[src/rtl/jfls_pkg.sv]
`default_nettype none
package jfls_pkg;

  localparam int unsigned MAX_FRAME_BYTES = 4194304;

  localparam int unsigned SIZE_W = 23;
  localparam int unsigned STATUS_W = 2;
  // Holds positions up to MAX_FRAME_BYTES - 1 plus headroom for the +1.
  localparam int unsigned POS_W = $clog2(MAX_FRAME_BYTES) + 1;
  localparam logic [POS_W-1:0] LAST_POS = POS_W'(MAX_FRAME_BYTES - 1);

  localparam logic [7:0] BYTE_PREFIX = 8'hFF;
  localparam logic [7:0] BYTE_STUFF  = 8'h00;
  localparam logic [7:0] CODE_TEM    = 8'h01;
  localparam logic [7:0] CODE_RST0   = 8'hD0;
  localparam logic [7:0] CODE_RST7   = 8'hD7;
  localparam logic [7:0] CODE_SOI    = 8'hD8;
  localparam logic [7:0] CODE_EOI    = 8'hD9;
  localparam logic [7:0] CODE_SOS    = 8'hDA;

  typedef enum logic [STATUS_W-1:0] {
    ST_EOI       = 2'd0,
    ST_SHORT     = 2'd1,
    ST_MALFORMED = 2'd2
  } status_t;

  typedef enum logic [2:0] {
    PH_PREFIX = 3'd0,
    PH_CODE   = 3'd1,
    PH_LEN_HI = 3'd2,
    PH_LEN_LO = 3'd3,
    PH_SKIP   = 3'd4,
    PH_SCAN   = 3'd5
  } phase_t;

  typedef struct packed {
    logic [7:0] data_byte;
    logic       first_byte;
    logic       last_byte;
  } byte_item_t;

  typedef struct packed {
    logic              valid;
    logic [SIZE_W-1:0] frame_size;
    status_t           status;
  } verdict_t;

  // Phase that follows a marker code byte.
  function automatic phase_t code_phase(input logic [7:0] code);
    if (code inside {CODE_TEM, [CODE_RST0:CODE_SOI], CODE_EOI}) begin
      return PH_PREFIX;
    end else if (code == CODE_SOS) begin
      return PH_SCAN;
    end else begin
      return PH_LEN_HI;
    end
  endfunction

endpackage
`default_nettype wire

[src/rtl/jfls_parser.sv]
`default_nettype none
module jfls_parser (
  input  wire logic                clk,
  input  wire logic                rst,
  input  wire logic                step,
  input  wire jfls_pkg::byte_item_t item,
  output jfls_pkg::verdict_t       verdict
);
  import jfls_pkg::*;

  phase_t            parse_phase, parse_phase_next;
  logic [POS_W-1:0]  byte_position, byte_position_next;
  logic [15:0]       skip_remaining, skip_remaining_next;
  logic [7:0]        length_high, length_high_next;
  logic              scan_saw_prefix, scan_saw_prefix_next;
  logic              verdict_given, verdict_given_next;

  // Effective state: a first byte restarts the parser before it is handled.
  phase_t            ph;
  logic [POS_W-1:0]  pos;
  logic [POS_W-1:0]  pos_inc;
  logic [15:0]       skip_cur;
  logic [15:0]       skip_dec;
  logic [7:0]        lh_cur;
  logic              saw_cur;
  logic              done_cur;
  logic [15:0]       seg_len;
  logic              at_end;
  logic              eoi_hit;
  logic              bad_hit;
  logic [7:0]        b;

  always_comb begin
    b        = item.data_byte;
    ph       = item.first_byte ? PH_PREFIX : parse_phase;
    pos      = item.first_byte ? '0 : byte_position;
    skip_cur = item.first_byte ? '0 : skip_remaining;
    lh_cur   = item.first_byte ? '0 : length_high;
    saw_cur  = item.first_byte ? 1'b0 : scan_saw_prefix;
    done_cur = item.first_byte ? 1'b0 : verdict_given;
    pos_inc  = pos + POS_W'(1);
    seg_len  = {lh_cur, b};
    skip_dec = skip_cur - 16'((skip_cur != '0) ? 1 : 0);
    at_end   = item.last_byte || (pos >= LAST_POS);

    parse_phase_next     = ph;
    byte_position_next   = pos_inc;
    skip_remaining_next  = skip_cur;
    length_high_next     = lh_cur;
    scan_saw_prefix_next = saw_cur;
    eoi_hit              = 1'b0;
    bad_hit              = 1'b0;

    case (ph)
      PH_PREFIX: begin
        if (b != BYTE_PREFIX) begin
          bad_hit = 1'b1;
        end else begin
          parse_phase_next = PH_CODE;
        end
      end
      PH_CODE: begin
        parse_phase_next     = code_phase(b);
        eoi_hit              = (b == CODE_EOI);
        scan_saw_prefix_next = 1'b0;
      end
      PH_LEN_HI: begin
        length_high_next = b;
        parse_phase_next = PH_LEN_LO;
      end
      PH_LEN_LO: begin
        if (seg_len < 16'd2) begin
          bad_hit = 1'b1;
        end else begin
          skip_remaining_next = seg_len - 16'd2;
          parse_phase_next    = (seg_len != 16'd2) ? PH_SKIP : PH_PREFIX;
        end
      end
      PH_SKIP: begin
        skip_remaining_next = skip_dec;
        if (skip_dec == '0) begin
          parse_phase_next = PH_PREFIX;
        end
      end
      PH_SCAN: begin
        if (saw_cur) begin
          scan_saw_prefix_next = 1'b0;
          if (!(b == BYTE_STUFF || (b inside {[CODE_RST0:CODE_RST7]}))) begin
            parse_phase_next = code_phase(b);
            eoi_hit          = (b == CODE_EOI);
          end
        end else if (b == BYTE_PREFIX) begin
          scan_saw_prefix_next = 1'b1;
        end
      end
      default: begin
        parse_phase_next = PH_PREFIX;
        bad_hit          = 1'b1;
      end
    endcase

    verdict.valid      = !done_cur && (eoi_hit || bad_hit || at_end);
    verdict.frame_size = eoi_hit ? SIZE_W'(pos_inc) : '0;
    if (bad_hit) begin
      verdict.status = ST_MALFORMED;
    end else if (eoi_hit) begin
      verdict.status = ST_EOI;
    end else begin
      verdict.status = ST_SHORT;
    end
    verdict_given_next = done_cur || verdict.valid;
  end

  always_ff @(posedge clk) begin
    if (rst) begin
      parse_phase     <= PH_PREFIX;
      byte_position   <= '0;
      skip_remaining  <= '0;
      length_high     <= '0;
      scan_saw_prefix <= 1'b0;
      verdict_given   <= 1'b0;
    end else if (step) begin
      if (item.first_byte || !verdict_given) begin
        parse_phase     <= parse_phase_next;
        byte_position   <= byte_position_next;
        skip_remaining  <= skip_remaining_next;
        length_high     <= length_high_next;
        scan_saw_prefix <= scan_saw_prefix_next;
      end
      verdict_given <= verdict_given_next;
    end
  end

  a_pos_bounded: assert property (@(posedge clk) disable iff (rst)
    !verdict_given |-> byte_position <= LAST_POS)
    else $error("byte position passed capacity without a verdict");

  a_done_sticky: assert property (@(posedge clk) disable iff (rst)
    (verdict_given && !(step && item.first_byte)) |=> verdict_given)
    else $error("verdict flag dropped without a new frame");

  a_no_second: assert property (@(posedge clk) disable iff (rst)
    (verdict_given && !item.first_byte) |-> !verdict.valid)
    else $error("second verdict in one frame");

endmodule
`default_nettype wire

[src/rtl/jpeg_frame_length_scanner_top.sv]
`default_nettype none
// JPEG frame length scanner: walks marker segments byte by byte, one verdict per frame.
// Path: a byte is accepted into the input register, the parser judges it combinationally,
// and its verdict is written to the result register, which raises out_valid.
// Throughput: 1 byte per cycle unless stalled (below); parser state updates once per byte.
// A waiting result stalls input only when the next byte also yields a result.
// Reset (rst, synchronous, active high): empties both registers, parser expects 0xFF.
module jpeg_frame_length_scanner_top (
  input  wire logic                          clk,
  input  wire logic                          rst,
  input  wire logic                          in_valid,
  output logic                               in_ready,
  input  wire logic [7:0]                    data_byte,
  input  wire logic                          first_byte,
  input  wire logic                          last_byte,
  output logic                               out_valid,
  input  wire logic                          out_ready,
  output logic [jfls_pkg::SIZE_W-1:0]        frame_size,
  output logic [jfls_pkg::STATUS_W-1:0]      status
);
  import jfls_pkg::*;

  // Input register: one byte item waiting for the parser.
  logic       in_reg_valid;
  byte_item_t in_reg;

  // Verdict computed for the byte in the input register.
  verdict_t   verdict;

  // Result register.
  logic [SIZE_W-1:0] res_size;
  status_t           res_status;

  // The held byte moves on when its result (if any) has a free slot.
  logic advance;

  assign advance  = in_reg_valid && (!out_valid || out_ready || !verdict.valid);
  assign in_ready = !in_reg_valid || advance;

  always_ff @(posedge clk) begin
    if (rst) begin
      in_reg_valid <= 1'b0;
    end else if (in_ready) begin
      in_reg_valid <= in_valid;
    end
  end

  always_ff @(posedge clk) begin
    if (in_valid && in_ready) begin
      in_reg.data_byte  <= data_byte;
      in_reg.first_byte <= first_byte;
      in_reg.last_byte  <= last_byte;
    end
  end

  jfls_parser u_parser (
    .clk     (clk),
    .rst     (rst),
    .step    (advance),
    .item    (in_reg),
    .verdict (verdict)
  );

  // A fresh verdict can only land when the slot is empty or being drained.
  always_ff @(posedge clk) begin
    if (rst) begin
      out_valid <= 1'b0;
    end else if (advance && verdict.valid) begin
      out_valid <= 1'b1;
    end else if (out_ready) begin
      out_valid <= 1'b0;
    end
  end

  always_ff @(posedge clk) begin
    if (advance && verdict.valid) begin
      res_size   <= verdict.frame_size;
      res_status <= verdict.status;
    end
  end

  assign frame_size = res_size;
  assign status     = res_status;

  a_status_legal: assert property (@(posedge clk) disable iff (rst)
    out_valid |-> (status == ST_EOI || status == ST_SHORT || status == ST_MALFORMED))
    else $error("illegal status code on output");

  a_size_zero_on_err: assert property (@(posedge clk) disable iff (rst)
    (out_valid && status != ST_EOI) |-> frame_size == '0)
    else $error("nonzero frame size with error status");

  a_no_overwrite: assert property (@(posedge clk) disable iff (rst)
    (out_valid && !out_ready) |-> !(advance && verdict.valid))
    else $error("pending result overwritten");

  a_stall_reason: assert property (@(posedge clk) disable iff (rst)
    !in_ready |-> (in_reg_valid && out_valid && verdict.valid))
    else $error("input stalled without a blocked result");

endmodule
`default_nettype wire
[config.mk]
export PLATFORM = sky130hd
export DESIGN_NAME = jpeg_frame_length_scanner_top
export DESIGN_NICKNAME = d
export VERILOG_FILES = /design/src/rtl/jfls_pkg.sv /design/src/rtl/jfls_parser.sv /design/src/rtl/jpeg_frame_length_scanner_top.sv
export SDC_FILE = /design/constraint.sdc
export NUM_CORES = 1
export LEC_CHECK = 0
export BUFFER_PORTS_ARGS = -buffer_cell sky130_fd_sc_hd__buf_2
export CORE_UTILIZATION = 52
export CTS_BUF_LIST = sky130_fd_sc_hd__clkbuf_8 sky130_fd_sc_hd__clkbuf_16
export DETAILED_ROUTE_END_ITERATION = 10
export PLACE_DENSITY_LB_ADDON = 0.12
export SKIP_CTS_REPAIR_TIMING = 1
export SYNTH_ARGS = -nofsm -noshare
export SYNTH_HDL_FRONTEND = slang
export SYNTH_SLANG_ARGS = --single-unit
[constraint.sdc]
create_clock -name clk -period 5.4 [get_ports clk]
set_clock_uncertainty 0.15 [all_clocks]
set_input_delay 0.54 -clock clk [delete_from_list [all_inputs] [get_ports clk]]
set_output_delay 0.54 -clock clk [all_outputs]
set_load 0.005 [all_outputs]
==> reports/metrics.json, run 1 <==
{
  "final_area": {"value": 5630, "unit": "um2"},
  "seq_area": {"value": 2130, "unit": "um2"},
  "setup_slack_on_the_worst_flop_to_flop_path": {"value": 1.40, "unit": "ns"},
  "power-per-cell-area": {"value": 233, "unit": "nW/um2"},
  "critPathCaptureType": {"value": "flop"},
  "ant_nets": {"value": 0},
  "timing.critical_path.fanout_max": {"value": 30},
  "drc": {"value": 0},
  "layout-drive-gt1-share": {"value": 13.0, "unit": "%"},
  "num-nets-final": {"value": 639},
  "fp.dieH": {"value": 102, "unit": "um"},
  "hpwlAfterDp": {"value": 9020, "unit": "um"},
  "drt_iter0_drc": {"value": 288},
  "cellLeakagePower": {"value": 1.88, "unit": "nW"},
  "yosys.area.top_type_share": {"value": 20.7, "unit": "%"},
  "htreeDepth": {"value": 3},
  "critical-path-max-stage-delay": {"value": 0.68, "unit": "ns"},
  "criticalPathCategory": {"value": "reg -> reg"},
  "slew_headroom": {"value": 13.3, "unit": "%"},
  "critPathBufInv": {"value": 1},
  "largest_net_degree_at_the_start_of_global_routing": {"value": 38},
  "antenna_fix_cells": {"value": 0},
  "rows": {"value": 36},
  "cts_sinks": {"value": 89},
  "timing_hold_violations_final": {"value": 0},
  "cts_inserted_buffers": {"value": 9},
  "slowest_stage": {"value": "o21ba_2"},
  "fillerInstances": {"value": 890},
  "core_region_area": {"value": 9730, "unit": "um2"},
  "postRouteWirelength": {"value": 13200, "unit": "um"},
  "yosysWarnings": {"value": 0},
  "tns": {"value": 0, "unit": "ns"},
  "post_detailed_placement_cell_area": {"value": 5460, "unit": "um2"},
  "arrival": {"value": 4.10, "unit": "ns"},
  "placement.io_buffers": {"value": 40},
  "maxClockFrequency": {"value": 0.250, "unit": "GHz"},
  "clkLatencyLatePin": {"value": 0.36, "unit": "ns"},
  "boundaryPins": {"value": 41},
  "slew_violations": {"value": 0},
  "outcome": {"value": "finished clean"},
  "track_usage": {"value": 26.6, "unit": "%"},
  "clock_slew_at_reported_path_ffs": {"value": 0.10, "unit": "ns"},
  "grt_first_pass_wirelength": {"value": 21600, "unit": "um"},
  "synth_largest_area_cell": {"value": "dfxtp_1"},
  "synth_most_common_cell": {"value": "nor2_1"},
  "synth_fp_nets": {"value": 624},
  "post_drt_wl_per_cell": {"value": 17.4, "unit": "um"},
  "synth-seq-cells": {"value": 89},
  "drt_pre_antenna_iters": {"value": 5},
  "detailroute.via_count": {"value": 4755},
  "syn2layout_area_growth": {"value": 7.93, "unit": "%"},
  "yosysSeqAreaShare": {"value": 40.8, "unit": "%"},
  "fp.dieW": {"value": 102, "unit": "um"},
  "crit_path_cell_chain": {"value": "or4_4 -> or3_1 -> o311ai_4 -> buf_4 -> and4b_1 -> o21ba_2 -> o21ai_2 -> a32o_1"},
  "tritoncts_clock_tree": {"value": "done"},
  "min-delay-path-class": {"value": "in -> reg"},
  "critPathLaunchType": {"value": "flop"},
  "synth_top_flop_cell": {"value": "dfxtp_1"},
  "yosys-top-cells-count": {"value": "nor2_1, dfxtp_1, nand2_1"},
  "multi_input_comb_area": {"value": 2840, "unit": "um2"},
  "tightestPinTransition": {"value": 1.29, "unit": "ns"},
  "dp_slack": {"value": 1.42, "unit": "ns"},
  "post_synthesis_average_cell_area": {"value": 8.64, "unit": "um2"},
  "initial_core_util": {"value": 53.7, "unit": "%"},
  "timing.final.setup_violations": {"value": 0},
  "synth.top_cells.by_area": {"value": "dfxtp_1, edfxtp_1, nor2_1, a21oi_1, xnor2_1"},
  "clk_path_buf_depth": {"value": 2},
  "timing.critical_path.required": {"value": 5.50, "unit": "ns"},
  "post-route-period-util": {"value": 74.0, "unit": "%"},
  "route.detailed.vias_per_inst": {"value": 6.28},
  "gp_congestion": {"value": 0.897},
  "max-cap-violations": {"value": 0},
  "grt_setup_unrepaired": {"value": "false"},
  "synth_edf_count": {"value": 35},
  "vias_in_the_first_global_route": {"value": 4412},
  "ys_types": {"value": 71},
  "timing.final.crit_period": {"value": 4.00, "unit": "ns"},
  "netlist_area": {"value": 5220, "unit": "um2"},
  "max-vdd-ir-drop": {"value": 0.161, "unit": "mV"},
  "die_area": {"value": 10400, "unit": "um2"},
  "postSynth.asyncResetShare": {"value": 0, "unit": "%"},
  "ctsRootBufferMaster": {"value": "clkbuf_8"},
  "antenna_found_initial": {"value": 0},
  "critical-path-top-delay-family": {"value": "compound AO/OA/AOI/OAI gates"},
  "gr-total-overflow": {"value": 0},
  "cells_after_synth": {"value": 604},
  "final_worst_setup_slack": {"value": 1.40, "unit": "ns"}
}
[layer usage]
layer  wire [um]  up-vias  share of wire [%]  global-route usage, %
met5           0        -                  0                      0
met4         332        0                2.5                   10.8
met3         653       27                4.9                   4.72
met2        6420      168                 49                   45.7
met1        5790     2285                 44                   33.1
li1            -     2275                  -                      -
[cell type report]
type	instances	area share, %
multi-input combinational	456	50.4
sequential	89	37.8
timing repair buffer	48	4.62
tap	133	2.95
clock buffer	9	2.20
inverter	15	0.999
clock inverter	7	0.955
[metrics by stage]
stage	util, %	hold WS (ns)	power, W	instances
final	57.9	0.203	0.00131	757
after CTS	57.9	0.195	0.00132	757
after global placement	56.1	0.319	0.000896	741
after floorplan	-	0.307	0.000853	604
after global routing	57.9	0.174	0.00137	757
after detailed placement	56.1	0.338	0.000899	741
[path summary, 6_finish.rpt]
kind                                                             start                                endpoint  cells after the start
worst min-delay path                                         last_byte                     in_reg[0]$_DFFE_PP_                      1
worst max register to register                     in_reg[7]$_DFFE_PP_    u_parser.length_high[3]$_SDFFE_PP0P_                      8
worst max-delay path                               in_reg[7]$_DFFE_PP_    u_parser.length_high[3]$_SDFFE_PP0P_                      8
worst min register to register  u_parser.byte_position[4]$_SDFFE_PP0P_  u_parser.byte_position[4]$_SDFFE_PP0P_                      2
[cell usage in the layout, fill, tap and decap left out, types with 5 or more instances in the layout]
| master | count |
|---|---|
| o22ai_1 | 12 |
| buf_4 | 8 |
| clkbuf_8 | 9 |
| a211oi_1 | 5 |
| nand2_1 | 46 |
| nor4_1 | 10 |
| and3_1 | 15 |
| o32ai_1 | 6 |
| nand4_1 | 6 |
| inv_1 | 16 |
| nor3b_1 | 6 |
| xor2_1 | 9 |
| a31oi_1 | 11 |
| a21oi_1 | 40 |
| dfxtp_1 | 54 |
| nor3_1 | 25 |
| or3_1 | 7 |
| nor2_1 | 68 |
| o21ai_0 | 30 |
| nor2b_1 | 13 |
| ha_1 | 6 |
| xnor2_1 | 21 |
| edfxtp_1 | 35 |
| a32o_1 | 16 |
| nand3_1 | 20 |
| a22o_1 | 9 |
| nand2b_1 | 7 |
| buf_2 | 40 |
[worst register-to-register path, delay by kind of cell (launching register included)]
family | cells | cell delay, ns
compound gates | 4 | 1.53
flops | 1 | 0.51
buf+inv | 1 | 0.31
simple gates | 3 | 1.40
[power by group]
group,internal (W),total [W],switching (W)
sequential,0.000718,0.000736,0.0000179
clock,0.000172,0.000428,0.000256
combinational,0.0000504,0.000150,0.0000995
[cell families after synthesis]
kind of cell             synth area share, %
AND/OR/NAND/NOR                         24.3
XOR/XNOR                                5.03
multiplexers                           0.791
AO/OA/AOI/OAI                           22.8
adder cells (fa/ha/maj)                 1.44
flip-flops                              40.8
buffers and inverters                   4.77
(Power assumes the default switching activity.)
==> run 2: changes to the inputs <==
- clock period: 5.4 -> 4 ns (I/O delays scaled with it)
==> reports/metrics.json, run 2 (same netlist as run 1, synthesis figures left out) <==
{
  "critical-path-max-stage-delay": {"value": 0.57, "unit": "ns", "change": "-0.11 ns"},
  "p_seq_share": {"value": 51.9, "unit": "%", "change": "-4.1 points"},
  "drc": {"value": 0, "change": "unchanged"},
  "p_int": {"value": 0.00140, "unit": "W", "change": "+49%"},
  "tns": {"value": 0, "unit": "ns", "change": "unchanged"},
  "combinationalPowerShare": {"value": 11.0, "unit": "%", "change": "-0.4 points"},
  "clockPowerShare": {"value": 37.1, "unit": "%", "change": "+4.5 points"},
  "cts_sinks": {"value": 89, "change": "unchanged"},
  "fin_util": {"value": 59.2, "unit": "%", "change": "+1.3 points"},
  "post_drt_wl_per_cell": {"value": 17.1, "unit": "um", "change": "-1.7%"},
  "grt_setup_unrepaired": {"value": "false"},
  "timing.final.crit_period": {"value": 3.62, "unit": "ns"},
  "postRouteWirelength": {"value": 13100, "unit": "um", "change": "-0.42%"},
  "critical-path-top-delay-family": {"value": "simple AND/OR/NAND/NOR gates"},
  "num-nets-final": {"value": 649, "change": "+1.6%"},
  "tightestPinTransition": {"value": 1.02, "unit": "ns", "change": "-0.273 ns"},
  "gr-total-overflow": {"value": 0, "change": "unchanged"},
  "timing_hold_violations_final": {"value": 0, "change": "unchanged"},
  "seq_area": {"value": 2130, "unit": "um2", "change": "unchanged"},
  "slowest_stage": {"value": "edfxtp_1"},
  "fp.dieW": {"value": 102, "unit": "um", "change": "unchanged"},
  "min-delay-path-class": {"value": "in -> reg"},
  "boundaryPins": {"value": 41, "change": "unchanged"},
  "fp.dieH": {"value": 102, "unit": "um", "change": "unchanged"},
  "placement.io_buffers": {"value": 40, "change": "unchanged"},
  "fillerInstances": {"value": 902, "change": "+1.3%"},
  "largest_net_degree_at_the_start_of_global_routing": {"value": 37, "change": "-2.6%"},
  "die_area": {"value": 10400, "unit": "um2", "change": "unchanged"},
  "criticalPathCategory": {"value": "reg -> out"},
  "timing.final.setup_violations": {"value": 0, "change": "unchanged"},
  "p_switching": {"value": 0.000512, "unit": "W", "change": "+37%"},
  "share_of_total_power_consumed_by_net_switching": {"value": 26.8, "unit": "%", "change": "-1.7 points"},
  "cts_inserted_buffers": {"value": 9, "change": "unchanged"},
  "cellLeakagePower": {"value": 1.95, "unit": "nW", "change": "+3.7%"},
  "syn2layout_area_growth": {"value": 10.3, "unit": "%"},
  "htreeDepth": {"value": 3, "change": "unchanged"},
  "critPathCaptureType": {"value": "primary output"},
  "layout-drive-gt1-share": {"value": 14.5, "unit": "%", "change": "+1.5 points"},
  "layout.cells.most_common_list": {"value": "nor2_1, dfxtp_1, nand2_1"},
  "slew_violations": {"value": 0, "change": "unchanged"},
  "route.detailed.vias_per_inst": {"value": 6.11, "change": "-2.8%"},
  "final_common_cell": {"value": "nor2_1"},
  "antenna_fix_cells": {"value": 0, "change": "unchanged"},
  "antenna_found_initial": {"value": 0, "change": "unchanged"},
  "detail_route_met2_wl": {"value": 6510, "unit": "um", "change": "+1.3%"},
  "critPathLaunchType": {"value": "flop"},
  "crit_path_cell_chain": {"value": "nor2b_1 -> ha_1 -> nand3_1 -> a211oi_1 -> a31oi_1 -> and4b_1 -> nor3_1 -> inv_1 -> buf_2"},
  "core_region_area": {"value": 9730, "unit": "um2", "change": "unchanged"},
  "max-vdd-ir-drop": {"value": 0.174, "unit": "mV", "change": "+8.1%"},
  "hpwlAfterDp": {"value": 9190, "unit": "um", "change": "+1.9%"},
  "multi_input_comb_area": {"value": 2850, "unit": "um2", "change": "+0.18%"},
  "final_area": {"value": 5760, "unit": "um2", "change": "+2.2%"},
  "detailroute.via_count": {"value": 4684, "change": "-1.5%"},
  "clk_path_buf_depth": {"value": 2, "change": "unchanged"},
  "gp_congestion": {"value": 0.952, "change": "+6.1%"},
  "ctsRootBufferMaster": {"value": "clkbuf_8"},
  "drt_iter0_drc": {"value": 276, "change": "-4.2%"},
  "max-cap-violations": {"value": 0, "change": "unchanged"},
  "outcome": {"value": "finished clean"},
  "maxClockFrequency": {"value": 0.276, "unit": "GHz"},
  "ant_nets": {"value": 0, "change": "unchanged"},
  "clkLatencyLatePin": {"value": 0.38, "unit": "ns", "change": "+0.02 ns"},
  "post_detailed_placement_cell_area": {"value": 5540, "unit": "um2", "change": "+1.5%"},
  "clock_slew_at_reported_path_ffs": {"value": 0.09, "unit": "ns", "change": "about the same"},
  "track_usage": {"value": 27.0, "unit": "%", "change": "+0.34 points"},
  "route.met3.wl": {"value": 586, "unit": "um", "change": "-10%"},
  "tritoncts_clock_tree": {"value": "done"},
  "route.layer.met1.wl": {"value": 5720, "unit": "um", "change": "-1.1%"},
  "vias_in_the_first_global_route": {"value": 4407, "change": "-0.11%"},
  "drt_pre_antenna_iters": {"value": 5, "change": "unchanged"},
  "grt_first_pass_wirelength": {"value": 21700, "unit": "um", "change": "+0.74%"},
  "rows": {"value": 36, "change": "unchanged"},
  "post-route-period-util": {"value": 90.5, "unit": "%"},
  "power-per-cell-area": {"value": 332, "unit": "nW/um2", "change": "+42%"},
  "initial_core_util": {"value": 53.7, "unit": "%", "change": "unchanged"},
  "setup_slack_on_the_worst_flop_to_flop_path": {"value": 0.42, "unit": "ns", "change": "-0.98 ns"},
  "arrival": {"value": 3.07, "unit": "ns", "change": "-1.03 ns"},
  "timing.critical_path.fanout_max": {"value": 10, "change": "-67%"},
  "critPathBufInv": {"value": 2, "change": "+1"},
  "slew_headroom": {"value": 31.8, "unit": "%", "change": "+19 points"},
  "timing.critical_path.required": {"value": 3.45, "unit": "ns", "change": "-2.05 ns"},
  "top_layer_used": {"value": "met4"}
}
run 2: path summary, 6_finish.rpt:
path                                                        startpoint                                      end  cells after the start
worst min register to register  u_parser.byte_position[1]$_SDFFE_PP0P_   u_parser.byte_position[1]$_SDFFE_PP0P_                      2
worst min-delay path                                      data_byte[3]                      in_reg[5]$_DFFE_PP_                      1
worst max register to register                     in_reg[8]$_DFFE_PP_  u_parser.byte_position[21]$_SDFFE_PP0P_                      8
worst max-delay path                               in_reg[1]$_DFFE_PP_                                 in_ready                      9
run 2: area by class of cell:
class	count	share of cell area [%]
Timing Repair Buffer	58	5.82
Clock inverter	7	1.72
Sequential cell	89	37.0
Clock buffer	9	2.15
Multi-Input combinational cell	456	49.4
Inverter	15	0.978
Tap cell	133	2.89
run 2: power by group through the flow:
stage | sequential [W] | combinational [W] | clock (W)
after floorplan | 0.00100 | 0.000148 | 0
after global placement | 0.00101 | 0.000205 | 0
after detailed placement | 0.00101 | 0.000207 | 0
after CTS | 0.000992 | 0.000208 | 0.000717
after global routing | 0.000996 | 0.000231 | 0.000759
final | 0.000992 | 0.000210 | 0.000710
run 2: stage by stage:
stage / power (W) / std cells / hold slack (ns) / worst slack [ns]
5_1_grt: 0.00199 / 767 / 0.0326 / 0.0824
3_3_place_gp: 0.00122 / 751 / 0.320 / 0.539
4_1_cts: 0.00192 / 767 / 0.0379 / 0.350
3_5_place_dp: 0.00122 / 751 / 0.346 / 0.432
2_1_floorplan: 0.00115 / 604 / 0.307 / 0.0270
6_report: 0.00191 / 767 / 0.0504 / 0.379
run 2: worst reg2reg max path: cells and delay by family, from the launching register on:
family | cells | cell delay (ns)
AOI/OAI and AO/OA | 4 | 1.05
buffers and inverters | 1 | 0.31
DFF | 1 | 0.52
and+or+nand+nor | 3 | 1.45
run 2: metal layers:
metal,vias up,GRT usage (%)
li1,2295,-
met1,2228,33.8
met2,141,45.9
met3,20,4.79
met4,0,10.9
met5,-,0
